<file path="config.mk">
export PLATFORM = sky130hd
export DESIGN_NAME = mini_mips16_execute_unit
export DESIGN_NICKNAME = d
export VERILOG_FILES = /design/src/rtl/mm16_pkg.sv /design/src/rtl/mm16_regfile.sv /design/src/rtl/mm16_dmem.sv /design/src/rtl/mm16_exec.sv /design/src/rtl/mini_mips16_execute_unit.sv
export SDC_FILE = /design/constraint.sdc
export NUM_CORES = 2
export LEC_CHECK = 0
export BUFFER_PORTS_ARGS = -buffer_cell sky130_fd_sc_hd__buf_2
export CORE_AREA = 5 5 567 569
export CTS_BUF_LIST = sky130_fd_sc_hd__clkbuf_8
export CTS_CLUSTER_SIZE = 16
export DETAILED_ROUTE_END_ITERATION = 8
export DIE_AREA = 0 0 572 574
export PLACE_DENSITY_LB_ADDON = 0.15
export SLEW_MARGIN = 20
export SYNTH_ARGS = -nofsm -noshare
export SYNTH_HDL_FRONTEND = slang
export SYNTH_HIERARCHICAL = 1
export SYNTH_MEMORY_MAX_BITS = 65536
export SYNTH_SLANG_ARGS = --single-unit
</file>
<file path="constraint.sdc">
create_clock -name clk -period 6.4 [get_ports clk]
set_input_delay 0 -clock clk [delete_from_list [all_inputs] [get_ports clk]]
set_output_delay 0 -clock clk [all_outputs]
set_load 0.05 [all_outputs]
</file>
<file path="src/rtl/mm16_pkg.sv">
// Shared types and constants for the mini MIPS16 execute unit.
// Used by every module under rtl/; depends on nothing else.
package mm16_pkg;

    localparam int WORD_W      = 16;
    localparam int PC_W        = 12;
    localparam int REG_IDX_W   = 3;
    localparam int REG_COUNT   = 8;
    localparam int DATA_DEPTH  = 256;
    localparam int DADDR_W     = $clog2(DATA_DEPTH);
    localparam int IMM_W       = 6;
    localparam int PLEN_W      = 9;
    localparam int OP_W        = 4;
    localparam int FUNCT_W     = 3;
    localparam int INSTR_W     = 16;
    localparam int OUT_ADDR_W  = 8;
    localparam int OUT_USED_W  = PC_W + 3 + REG_IDX_W + WORD_W + 1 + OUT_ADDR_W + WORD_W + 1;
    localparam int M_TDATA_W   = ((OUT_USED_W + 7) / 8) * 8;

    localparam logic [WORD_W-1:0] REG_RESET_VAL = WORD_W'(10);

    localparam logic [OP_W-1:0] OP_RTYPE = 4'd0;
    localparam logic [OP_W-1:0] OP_ADDI  = 4'd1;
    localparam logic [OP_W-1:0] OP_SUBI  = 4'd2;
    localparam logic [OP_W-1:0] OP_LW    = 4'd3;
    localparam logic [OP_W-1:0] OP_SW    = 4'd4;
    localparam logic [OP_W-1:0] OP_BEQ   = 4'd5;
    localparam logic [OP_W-1:0] OP_JUMP  = 4'd8;

    localparam logic [FUNCT_W-1:0] FN_ADD = 3'd0;
    localparam logic [FUNCT_W-1:0] FN_SUB = 3'd1;
    localparam logic [FUNCT_W-1:0] FN_AND = 3'd2;
    localparam logic [FUNCT_W-1:0] FN_OR  = 3'd3;

    typedef struct packed {
        logic [PC_W-1:0]      pc_next;
        logic                 halted;
        logic                 invalid;
        logic                 reg_write;
        logic [REG_IDX_W-1:0] reg_index;
        logic [WORD_W-1:0]    reg_value;
        logic                 mem_write;
        logic                 mem_read;
        logic [DADDR_W-1:0]   mem_address;
        logic [WORD_W-1:0]    mem_value;
        logic                 taken;
    } exec_res_t;

endpackage

</file>
<file path="src/rtl/mm16_regfile.sv">
// Register file: synchronous memory with two read ports and one write port.
// Valid bits supply the reset value; a same-edge write is forwarded to the reads.
// Depends on mm16_pkg.
module mm16_regfile (
    input  logic                            clk,
    input  logic                            rst_n,
    input  logic                            rd_en,
    input  logic [mm16_pkg::REG_IDX_W-1:0]  rd_addr_a,
    input  logic [mm16_pkg::REG_IDX_W-1:0]  rd_addr_b,
    input  logic                            wr_en,
    input  logic [mm16_pkg::REG_IDX_W-1:0]  wr_addr,
    input  logic [mm16_pkg::WORD_W-1:0]     wr_data,
    output logic [mm16_pkg::WORD_W-1:0]     rd_data_a,
    output logic [mm16_pkg::WORD_W-1:0]     rd_data_b
);
    import mm16_pkg::*;

    logic [WORD_W-1:0]    mem [REG_COUNT];
    logic [REG_COUNT-1:0] vld_reg;
    logic [WORD_W-1:0]    rd_a_reg;
    logic [WORD_W-1:0]    rd_b_reg;
    logic [WORD_W-1:0]    byp_reg;
    logic                 a_vld_reg;
    logic                 b_vld_reg;
    logic                 a_fwd_reg;
    logic                 b_fwd_reg;

    always_ff @(posedge clk)
    begin
        if (wr_en)
        begin
            mem[wr_addr] <= wr_data;
        end
        if (rd_en)
        begin
            rd_a_reg <= mem[rd_addr_a];
            rd_b_reg <= mem[rd_addr_b];
            byp_reg  <= wr_data;
        end
    end

    always_ff @(posedge clk or negedge rst_n)
    begin
        if (!rst_n)
        begin
            vld_reg   <= '0;
            a_vld_reg <= 1'b0;
            b_vld_reg <= 1'b0;
            a_fwd_reg <= 1'b0;
            b_fwd_reg <= 1'b0;
        end
        else
        begin
            if (wr_en)
            begin
                vld_reg[wr_addr] <= 1'b1;
            end
            if (rd_en)
            begin
                a_vld_reg <= vld_reg[rd_addr_a];
                b_vld_reg <= vld_reg[rd_addr_b];
                // memory returns old data on a same-edge write: take the write data
                a_fwd_reg <= wr_en && (wr_addr == rd_addr_a);
                b_fwd_reg <= wr_en && (wr_addr == rd_addr_b);
            end
        end
    end

    assign rd_data_a = a_fwd_reg ? byp_reg : (a_vld_reg ? rd_a_reg : REG_RESET_VAL);
    assign rd_data_b = b_fwd_reg ? byp_reg : (b_vld_reg ? rd_b_reg : REG_RESET_VAL);

endmodule

</file>
<file path="src/rtl/mm16_dmem.sv">
// Data memory: single-port synchronous memory with registered read data.
// Per-entry valid bits make unwritten words read as zero. Depends on mm16_pkg.
module mm16_dmem (
    input  logic                          clk,
    input  logic                          rst_n,
    input  logic                          en,
    input  logic                          we,
    input  logic [mm16_pkg::DADDR_W-1:0]  addr,
    input  logic [mm16_pkg::WORD_W-1:0]   wdata,
    output logic [mm16_pkg::WORD_W-1:0]   rd_data
);
    import mm16_pkg::*;

    logic [WORD_W-1:0]     mem [DATA_DEPTH];
    logic [DATA_DEPTH-1:0] vld_reg;
    logic [WORD_W-1:0]     q_reg;
    logic                  q_vld_reg;

    always_ff @(posedge clk)
    begin
        if (en && we)
        begin
            mem[addr] <= wdata;
        end
        if (en)
        begin
            q_reg <= mem[addr];
        end
    end

    always_ff @(posedge clk or negedge rst_n)
    begin
        if (!rst_n)
        begin
            vld_reg   <= '0;
            q_vld_reg <= 1'b0;
        end
        else if (en)
        begin
            if (we)
            begin
                vld_reg[addr] <= 1'b1;
            end
            q_vld_reg <= vld_reg[addr];
        end
    end

    assign rd_data = q_vld_reg ? q_reg : '0;

endmodule

</file>
<file path="src/rtl/mm16_exec.sv">
// Decode and execute stage: ALU, address adder, branch compare and next PC.
// Purely combinational. Depends on mm16_pkg.
module mm16_exec (
    input  logic [mm16_pkg::INSTR_W-1:0] instr,
    input  logic [mm16_pkg::WORD_W-1:0]  op_a,
    input  logic [mm16_pkg::WORD_W-1:0]  op_b,
    input  logic [mm16_pkg::PC_W-1:0]    pc,
    input  logic [mm16_pkg::PLEN_W-1:0]  prog_len,
    output mm16_pkg::exec_res_t          res
);
    import mm16_pkg::*;

    logic [OP_W-1:0]      opcode;
    logic [REG_IDX_W-1:0] rt;
    logic [REG_IDX_W-1:0] rd;
    logic [FUNCT_W-1:0]   funct;
    logic [IMM_W-1:0]     imm6;
    logic [WORD_W-1:0]    imm_w;
    logic [PC_W-1:0]      imm_pc;
    logic [WORD_W-1:0]    sum;
    logic [WORD_W-1:0]    diff;
    logic [PC_W-1:0]      pc_inc;

    assign opcode = instr[15:12];
    assign rt     = instr[8:6];
    assign rd     = instr[5:3];
    assign funct  = instr[2:0];
    assign imm6   = instr[5:0];
    assign imm_w  = {{(WORD_W-IMM_W){imm6[IMM_W-1]}}, imm6};
    assign imm_pc = {{(PC_W-IMM_W){imm6[IMM_W-1]}}, imm6};
    assign sum    = op_a + imm_w;
    assign diff   = op_a - imm_w;
    assign pc_inc = pc + PC_W'(1);

    always_comb
    begin
        res         = '0;
        res.pc_next = pc_inc;
        priority if (pc >= PC_W'(prog_len))
        begin
            res.halted  = 1'b1;
            res.pc_next = pc;
        end
        else
        begin
            unique case (opcode)
                OP_RTYPE:
                begin
                    res.reg_write = 1'b1;
                    res.reg_index = rd;
                    unique case (funct)
                        FN_ADD:  res.reg_value = op_a + op_b;
                        FN_SUB:  res.reg_value = op_a - op_b;
                        FN_AND:  res.reg_value = op_a & op_b;
                        FN_OR:   res.reg_value = op_a | op_b;
                        default: res.reg_value = '0;
                    endcase
                end
                OP_ADDI:
                begin
                    res.reg_write = 1'b1;
                    res.reg_index = rt;
                    res.reg_value = sum;
                end
                OP_SUBI:
                begin
                    res.reg_write = 1'b1;
                    res.reg_index = rt;
                    res.reg_value = diff;
                end
                OP_LW:
                begin
                    // value arrives from data memory in the result stage
                    res.reg_write   = 1'b1;
                    res.reg_index   = rt;
                    res.mem_read    = 1'b1;
                    res.mem_address = sum[DADDR_W-1:0];
                end
                OP_SW:
                begin
                    res.mem_write   = 1'b1;
                    res.mem_address = sum[DADDR_W-1:0];
                    res.mem_value   = op_b;
                end
                OP_BEQ:
                begin
                    if (op_a == op_b)
                    begin
                        res.taken   = 1'b1;
                        res.pc_next = pc_inc + imm_pc;
                    end
                end
                OP_JUMP:
                begin
                    res.taken   = 1'b1;
                    res.pc_next = instr[PC_W-1:0];
                end
                default:
                begin
                    res.invalid = 1'b1;
                end
            endcase
        end
    end

endmodule

</file>
<file path="src/rtl/mini_mips16_execute_unit.sv">
// Mini MIPS16 execute unit: two-stage pipeline (register read and execute, result).
// The instruction is registered in the register read and execute stage and its result in the
// output stage; throughput one instruction per cycle with no backpressure.
// Results stall in the output stage under backpressure while the next instruction waits.
// Reset (async, active low) sets PC and program length to zero, registers to ten and
// data memory to zero at once through valid bits; no clearing pass is needed.
module mini_mips16_execute_unit (
    input  logic                              clk,
    input  logic                              rst_n,
    input  logic                              s_tvalid,
    output logic                              s_tready,
    input  logic [mm16_pkg::INSTR_W-1:0]      s_tdata,   // instruction_word
    output logic                              m_tvalid,
    input  logic                              m_tready,
    // pc_after, halted, invalid_instruction, reg_write, reg_index, reg_value,
    // mem_write, mem_address, mem_value, branch_taken, zero pad
    output logic [mm16_pkg::M_TDATA_W-1:0]    m_tdata,
    input  logic                              cfg_we,
    input  logic [mm16_pkg::PLEN_W-1:0]       cfg_wdata   // program_length
);
    import mm16_pkg::*;

    logic                  s1_valid_reg;
    logic [INSTR_W-1:0]    s1_instr_reg;
    logic                  s2_valid_reg;
    exec_res_t             s2_res_reg;
    logic [PC_W-1:0]       pc_reg;
    logic [PLEN_W-1:0]     plen_reg;

    logic                  s2_free;
    logic                  s1_move;
    logic                  accept;
    logic [WORD_W-1:0]     rf_a;
    logic [WORD_W-1:0]     rf_b;
    logic [WORD_W-1:0]     op_a;
    logic [WORD_W-1:0]     op_b;
    logic [WORD_W-1:0]     ld_data;
    logic [WORD_W-1:0]     s2_wval;
    logic                  rf_we;
    logic                  fwd_a;
    logic                  fwd_b;
    exec_res_t             ex_res;

    assign s2_free  = !s2_valid_reg || m_tready;
    assign s1_move  = s1_valid_reg && s2_free;
    assign s_tready = !s1_valid_reg || s2_free;
    assign accept   = s_tvalid && s_tready;

    assign s2_wval = s2_res_reg.mem_read ? ld_data : s2_res_reg.reg_value;
    assign rf_we   = s2_valid_reg && m_tready && s2_res_reg.reg_write;

    // forward the pending write of the result stage into execute
    assign fwd_a = s2_valid_reg && s2_res_reg.reg_write &&
                   (s2_res_reg.reg_index == s1_instr_reg[11:9]);
    assign fwd_b = s2_valid_reg && s2_res_reg.reg_write &&
                   (s2_res_reg.reg_index == s1_instr_reg[8:6]);
    assign op_a  = fwd_a ? s2_wval : rf_a;
    assign op_b  = fwd_b ? s2_wval : rf_b;

    mm16_regfile u_regfile (
        .clk       (clk),
        .rst_n     (rst_n),
        .rd_en     (accept),
        .rd_addr_a (s_tdata[11:9]),
        .rd_addr_b (s_tdata[8:6]),
        .wr_en     (rf_we),
        .wr_addr   (s2_res_reg.reg_index),
        .wr_data   (s2_wval),
        .rd_data_a (rf_a),
        .rd_data_b (rf_b)
    );

    mm16_exec u_exec (
        .instr    (s1_instr_reg),
        .op_a     (op_a),
        .op_b     (op_b),
        .pc       (pc_reg),
        .prog_len (plen_reg),
        .res      (ex_res)
    );

    mm16_dmem u_dmem (
        .clk     (clk),
        .rst_n   (rst_n),
        .en      (s1_move),
        .we      (ex_res.mem_write),
        .addr    (ex_res.mem_address),
        .wdata   (ex_res.mem_value),
        .rd_data (ld_data)
    );

    always_ff @(posedge clk)
    begin
        if (accept)
        begin
            s1_instr_reg <= s_tdata;
        end
        if (s1_move)
        begin
            s2_res_reg <= ex_res;
        end
    end

    always_ff @(posedge clk or negedge rst_n)
    begin
        if (!rst_n)
        begin
            s1_valid_reg <= 1'b0;
            s2_valid_reg <= 1'b0;
            pc_reg       <= '0;
            plen_reg     <= '0;
        end
        else
        begin
            if (s_tready)
            begin
                s1_valid_reg <= s_tvalid;
            end
            if (s2_free)
            begin
                s2_valid_reg <= s1_valid_reg;
            end
            if (s1_move)
            begin
                pc_reg <= ex_res.pc_next;
            end
            if (cfg_we)
            begin
                plen_reg <= cfg_wdata;
            end
        end
    end

    assign m_tvalid = s2_valid_reg;
    assign m_tdata  = {{(M_TDATA_W-OUT_USED_W){1'b0}},
                       s2_res_reg.taken,
                       s2_res_reg.mem_value,
                       OUT_ADDR_W'(s2_res_reg.mem_address),
                       s2_res_reg.mem_write,
                       s2_wval,
                       s2_res_reg.reg_index,
                       s2_res_reg.reg_write,
                       s2_res_reg.invalid,
                       s2_res_reg.halted,
                       s2_res_reg.pc_next};

    a_halt_quiet: assert property (@(posedge clk) disable iff (!rst_n)
        (s2_valid_reg && s2_res_reg.halted) |->
        (!s2_res_reg.reg_write && !s2_res_reg.mem_write && !s2_res_reg.taken))
        else $error("halted result carries side effects");

    a_pc_seq: assert property (@(posedge clk) disable iff (!rst_n)
        (s1_move && !ex_res.halted && !ex_res.taken) |=>
        (pc_reg == $past(pc_reg) + PC_W'(1)))
        else $error("sequential PC did not advance by one");

    a_halt_pc: assert property (@(posedge clk) disable iff (!rst_n)
        (s1_move && ex_res.halted) |=> $stable(pc_reg))
        else $error("PC moved on a halted step");

    a_ld_st_excl: assert property (@(posedge clk) disable iff (!rst_n)
        s2_valid_reg |-> !(s2_res_reg.mem_read && s2_res_reg.mem_write))
        else $error("load and store in the same result");

endmodule

</file>
# Word level (Yosys, flattened, before mapping)
# Memory sizes are Yosys's and may differ from the RTL's. A register that Yosys moved wholly into a read port is not among the register bits.
# Cells that the tools add are included.
# Widths: inputs -> output; s select.
[word_totals]
input_bits = 30
word_cells = 116
n_memories = 2
reg_bits = 385
mem_bits_rw = 4224
[mem_list]
columns = ["name", "depth", "width", "rd", "rd_ports_with_merged_regs", "wr", "line_no", "rtl"]
rows = [
  ["u_dmem.mem", 256, 16, 1, 1, 1, "mm16_dmem.sv:14", "logic [WORD_W-1:0] mem [DATA_DEPTH];"],
  ["u_regfile.mem", 8, 16, 2, 2, 1, "mm16_regfile.sv:18", "logic [WORD_W-1:0] mem [REG_COUNT];"],
]
[classes]
n_eq_ne = 14
addsub = 6
n_mux = 37
n_bitwise = 4
order_cmp = 7
n_reduce_logical = 22
[op_table]
columns = ["op", "n"]
rows = [
  ["$or 256x256->256", 1],
  ["$mux 16", 9],
  ["$pmux 16 s4", 1],
  ["$pmux 16 s3", 1],
  ["$add 16x16->16", 2],
  ["$sub 16x16->16", 2],
  ["$mux 27", 1],
  ["$mux 12", 2],
  ["$pmux 12 s2", 1],
  ["$and 16x16->16", 1],
  ["$eq 16x16->1", 1],
  ["$or 16x16->16", 1],
  ["$mux 1", 14],
  ["$add 12x1->12 const B", 1],
  ["$add 12x12->12", 1],
  ["$eq 3x3->1", 4],
  ["$ge 12x9->1", 1],
  ["$logic_and 1x1->1", 12],
  ["$lt 3x4->1 const B", 3],
  ["$lt 8x9->1 const B", 1],
  ["$bmux 1 s8", 1],
  ["$demux 1 s8", 1],
  ["$eq 4x2->1 const B", 2],
  ["$eq 4x3->1 const B", 2],
  ["other kinds (20)", 24],
]

# Logic depth before layout (Yosys ltp)
[depth]
word_depth = 12
ltp_mapped = 24
mapped_depth_nobuf = 19

# By module
# The synthesis kept the hierarchy.
[modules_own_cells]
columns = ["module", "instances", "area_each_um2", "cells_each"]
rows = [
  ["mm16_dmem", 1, 167092.8, 7031],
  ["mm16_regfile", 1, 8408.1, 404],
  ["mm16_exec", 1, 5471.5, 810],
  ["mini_mips16_execute_unit", 1, 4217.8, 241],
]

# Worst setup path before layout
# Ideal clock, no wire load.
[synth_timing]
kind = "reg-to-reg"
startpoint = "reg pc_reg[0]"
endpoint = "reg s2_res_reg (netlist bit m_tdata[50]), data pin"
t_arrival_ns = 5.528
stages_incl_launch_ff = 10
t_required_ns = 5.529
path_slack_ns = 0.001
setup_time_ns = 0.871
path_buffers = 1
path_cell_list = "dfrtp_1 inv_1 ha_1 nand2b_1 a2111oi_0 or3_1 a32oi_2 nor4b_4 clkbuf_1 and2_1"
[synth_rtl]
columns = ["element", "line_no", "rtl"]
rows = [
  ["from (decl)", "mini_mips16_execute_unit.sv:27", "logic [PC_W-1:0] pc_reg;"],
  ["from (signal assigned)", "mini_mips16_execute_unit.sv:125", "pc_reg <= ex_res.pc_next;"],
  ["to (signal assigned)", "mini_mips16_execute_unit.sv:100", "s2_res_reg <= ex_res;"],
  ["to (decl)", "mini_mips16_execute_unit.sv:26", "exec_res_t s2_res_reg;"],
]

==> metrics.txt <==
ys flop type edfxtp_1; grt total ovfl 0; post-synth top area cell edfxtp_1; Fin. Hold Viols 0; list of most frequent post-synthesis cells 4365 x edfxtp_1, 1351 x mux4_2, 376 x nor2_1, 292 x dfrtp_1, 271 x or2_2; post-route met1 wirelength approximately 190000 um; power per cell area 284 mW/mm2; Clock Sinks 4657; Max Freq 0.161 GHz; post-route setup slack 0.189 ns; die width 572 um; hpwl dp about 310000 um; initial antenna violation count 25; Max H-tree Level 6; Area Overhead vs Synth 15.3%; worst path arrival time 7.31 ns; Core Region between 0.3 and 0.4 mm2; Final Max Slew Viols 0; Post-synth EDFFs 4365; number of port buffers between 90 and 100; Max-Cap Viols 0; cell with the most instances after synthesis edfxtp_1; DIE AREA between 0.3 and 0.4 mm2; Top Ports 96; Non-Filler Instances ~15000; Tcrit/Tclk final 97.0%; CP Data Required Time 7.50 ns; share of cells above drive strength 1 38.0%; Lkg Pwr 79.0 nW; sequential share of the synthesized area between 70% and 80%; Top Layer Used met5; total power between 60 and 70 mW; first-pass GRT wire length just over 700000 um; Hold Path Class in2reg; dpl cells approximately 13000; VDD IR max 0.000250 V; Pre-antenna DRT Iters 6; routed length on met3 ~56000 um; CTS Buf Count 720; Post-DP Area 0.199 mm2; clock root cell clkbuf_8; minimum clock period after layout around 6.2 ns; Die Y between 500 and 600 um; synthesized area per cell 21.8 um2; wire per inst 34.5 um; routed wire length 501000 um; Clock Skew 0.0755 ns; Worst-Margin Slew 1.26 ns; status finished clean; nets@finish 9874; Slew headroom 16.2%; Mapped Area 0.185 mm2; Place WS -0.294 ns; Critical Path End Type register; count of warnings emitted by yosys 6; RSZ-0062 raised after global routing false; Worst Setup Path Type reg2reg; Synth Register Bits 4657; initial DRC count 13833; CTS tree done; Final GP Congestion 0.923; Post-synth ARST share 6.27%; clk_lat worst skew 1.25 ns; DRC violations left 0; number of distinct library cells after synthesis 90; cell area after layout 0.214 mm2; Final ANT Viol Nets 0; largest net degree at the start of global routing 176; Synth area leaders edfxtp_1 71%, mux4_2 16%, dfrtp_1 3.9%; TNS Setup 0 ns; metal2 WL 237000 um; hold_ws 0.182 ns; clk buf depth 4; Yosys top cell area share between 70% and 80%; vias ~96000; Tot GR Track Use 30.6%; Worst-path clk slew 0.06 ns; instance count of the mapped netlist 8486; max reg flops 4096; launching element type of the critical path register; Final setup viols 0; vias in the first global route just under 100k; routed vias/inst 6.60; # rows a little over 200; post-layout util ~68%; worst-path fanout max 9; initial core utilization 58.6%
report_power, final:
group	switching [mW]	internal [mW]	total (mW)
Sequential	0.184	33.1	33.3
Clock	11.8	11.7	23.4
Combinational	2.43	1.50	3.93
final timing paths:
kind                                    start  slack [ns]  depth (start not counted)                   end
min in group asynchronous               rst_n        0.40                          5  u_regfile/vld_reg[1]
max in group asynchronous               rst_n        4.73                          6     u_dmem/vld_reg[2]
setup / recovery                    pc_reg[0]        0.19                         23      u_dmem/q_vld_reg
hold reg to reg            u_dmem/vld_reg[70]        0.46                          1    u_dmem/vld_reg[70]
hold / removal                       m_tready        0.18                          5              m_tvalid
setup reg to reg                    pc_reg[0]        0.19                         23      u_dmem/q_vld_reg
worst max-delay path: stages, from the launching register on:
cell and delay (ns):
dfrtp_1 0.43, inv_1 0.10, ha_1 0.31, nand2b_1 0.15
a2111oi_0 0.36, or3_1 0.18, a32oi_2 0.19, nand2b_1 0.31
nor2_1 0.25, nor2_2 0.13, buf_4 0.22, nor3_2 0.39
buf_12 0.24, buf_12 0.18, inv_1 0.22, buf_4 0.24
nor2_2 0.35, buf_4 0.39, a22oi_1 0.13, a21oi_1 0.44
nor4_2 0.06, buf_2 0.21, a31oi_1 0.21, a21boi_2 0.35
cell usage in the layout, fill, tap and decap left out, types with 63 or more instances in the layout:
cell type      instances
edfxtp_1            4365
nand3_1               63
clkbuf_8             755
dfrtp_1              292
nand2_1              114
clkinv_2              81
clkinv_1             161
or2_2                271
ha_1                 104
nor2_1               108
buf_12               278
inv_1                321
mux4_2              1351
mux2_2               110
a22oi_1               65
buf_2                 91
buf_4                557
a21oi_1               76
dlygate4sd3_1         84
nor2_2               261
cell type report:
| type | count | area (um2) |
|---|---|---|
| timing repair buffer | 1016 | 11200 |
| tap | 4180 | 5230 |
| inverter | 86 | 325 |
| clock buffer | 755 | 10400 |
| sequential | 4657 | 138000 |
| fill | 19618 | 103000 |
| clock inverter | 553 | 3110 |
| antenna | 20 | 50.0 |
| multi-input combinational | 3254 | 44900 |
cell families (layout without fill, tap and decap cells):
kind of cell             Yosys count  after routing  share of synthesized area (%)
buffers and inverters            578           2410                           1.51
AO/OA/AOI/OAI                    465            465                           1.81
multiplexers                    1561           1561                           18.1
XOR/XNOR                          45             45                          0.213
flip-flops                      4657           4657                           74.7
adder cells (fa/ha/maj)          109            109                          0.757
other                              1             24                        0.00202
AND/OR/NAND/NOR                 1070           1070                           2.92
what timing repair did:
action,CTS,global route
hold buffers,87,0
hold endpoints to repair,567,0
resized for setup,4,10
setup buffers,0,2
cloned,0,0
endpoints found under the setup margin,3,6
layer usage:
metal	global-route usage, %	vias up
li1	-	38144
met1	43.5	50675
met2	47.2	5992
met3	7.34	1089
met4	11.4	6
met5	0	-
Power figures use the tool's default switching activity.
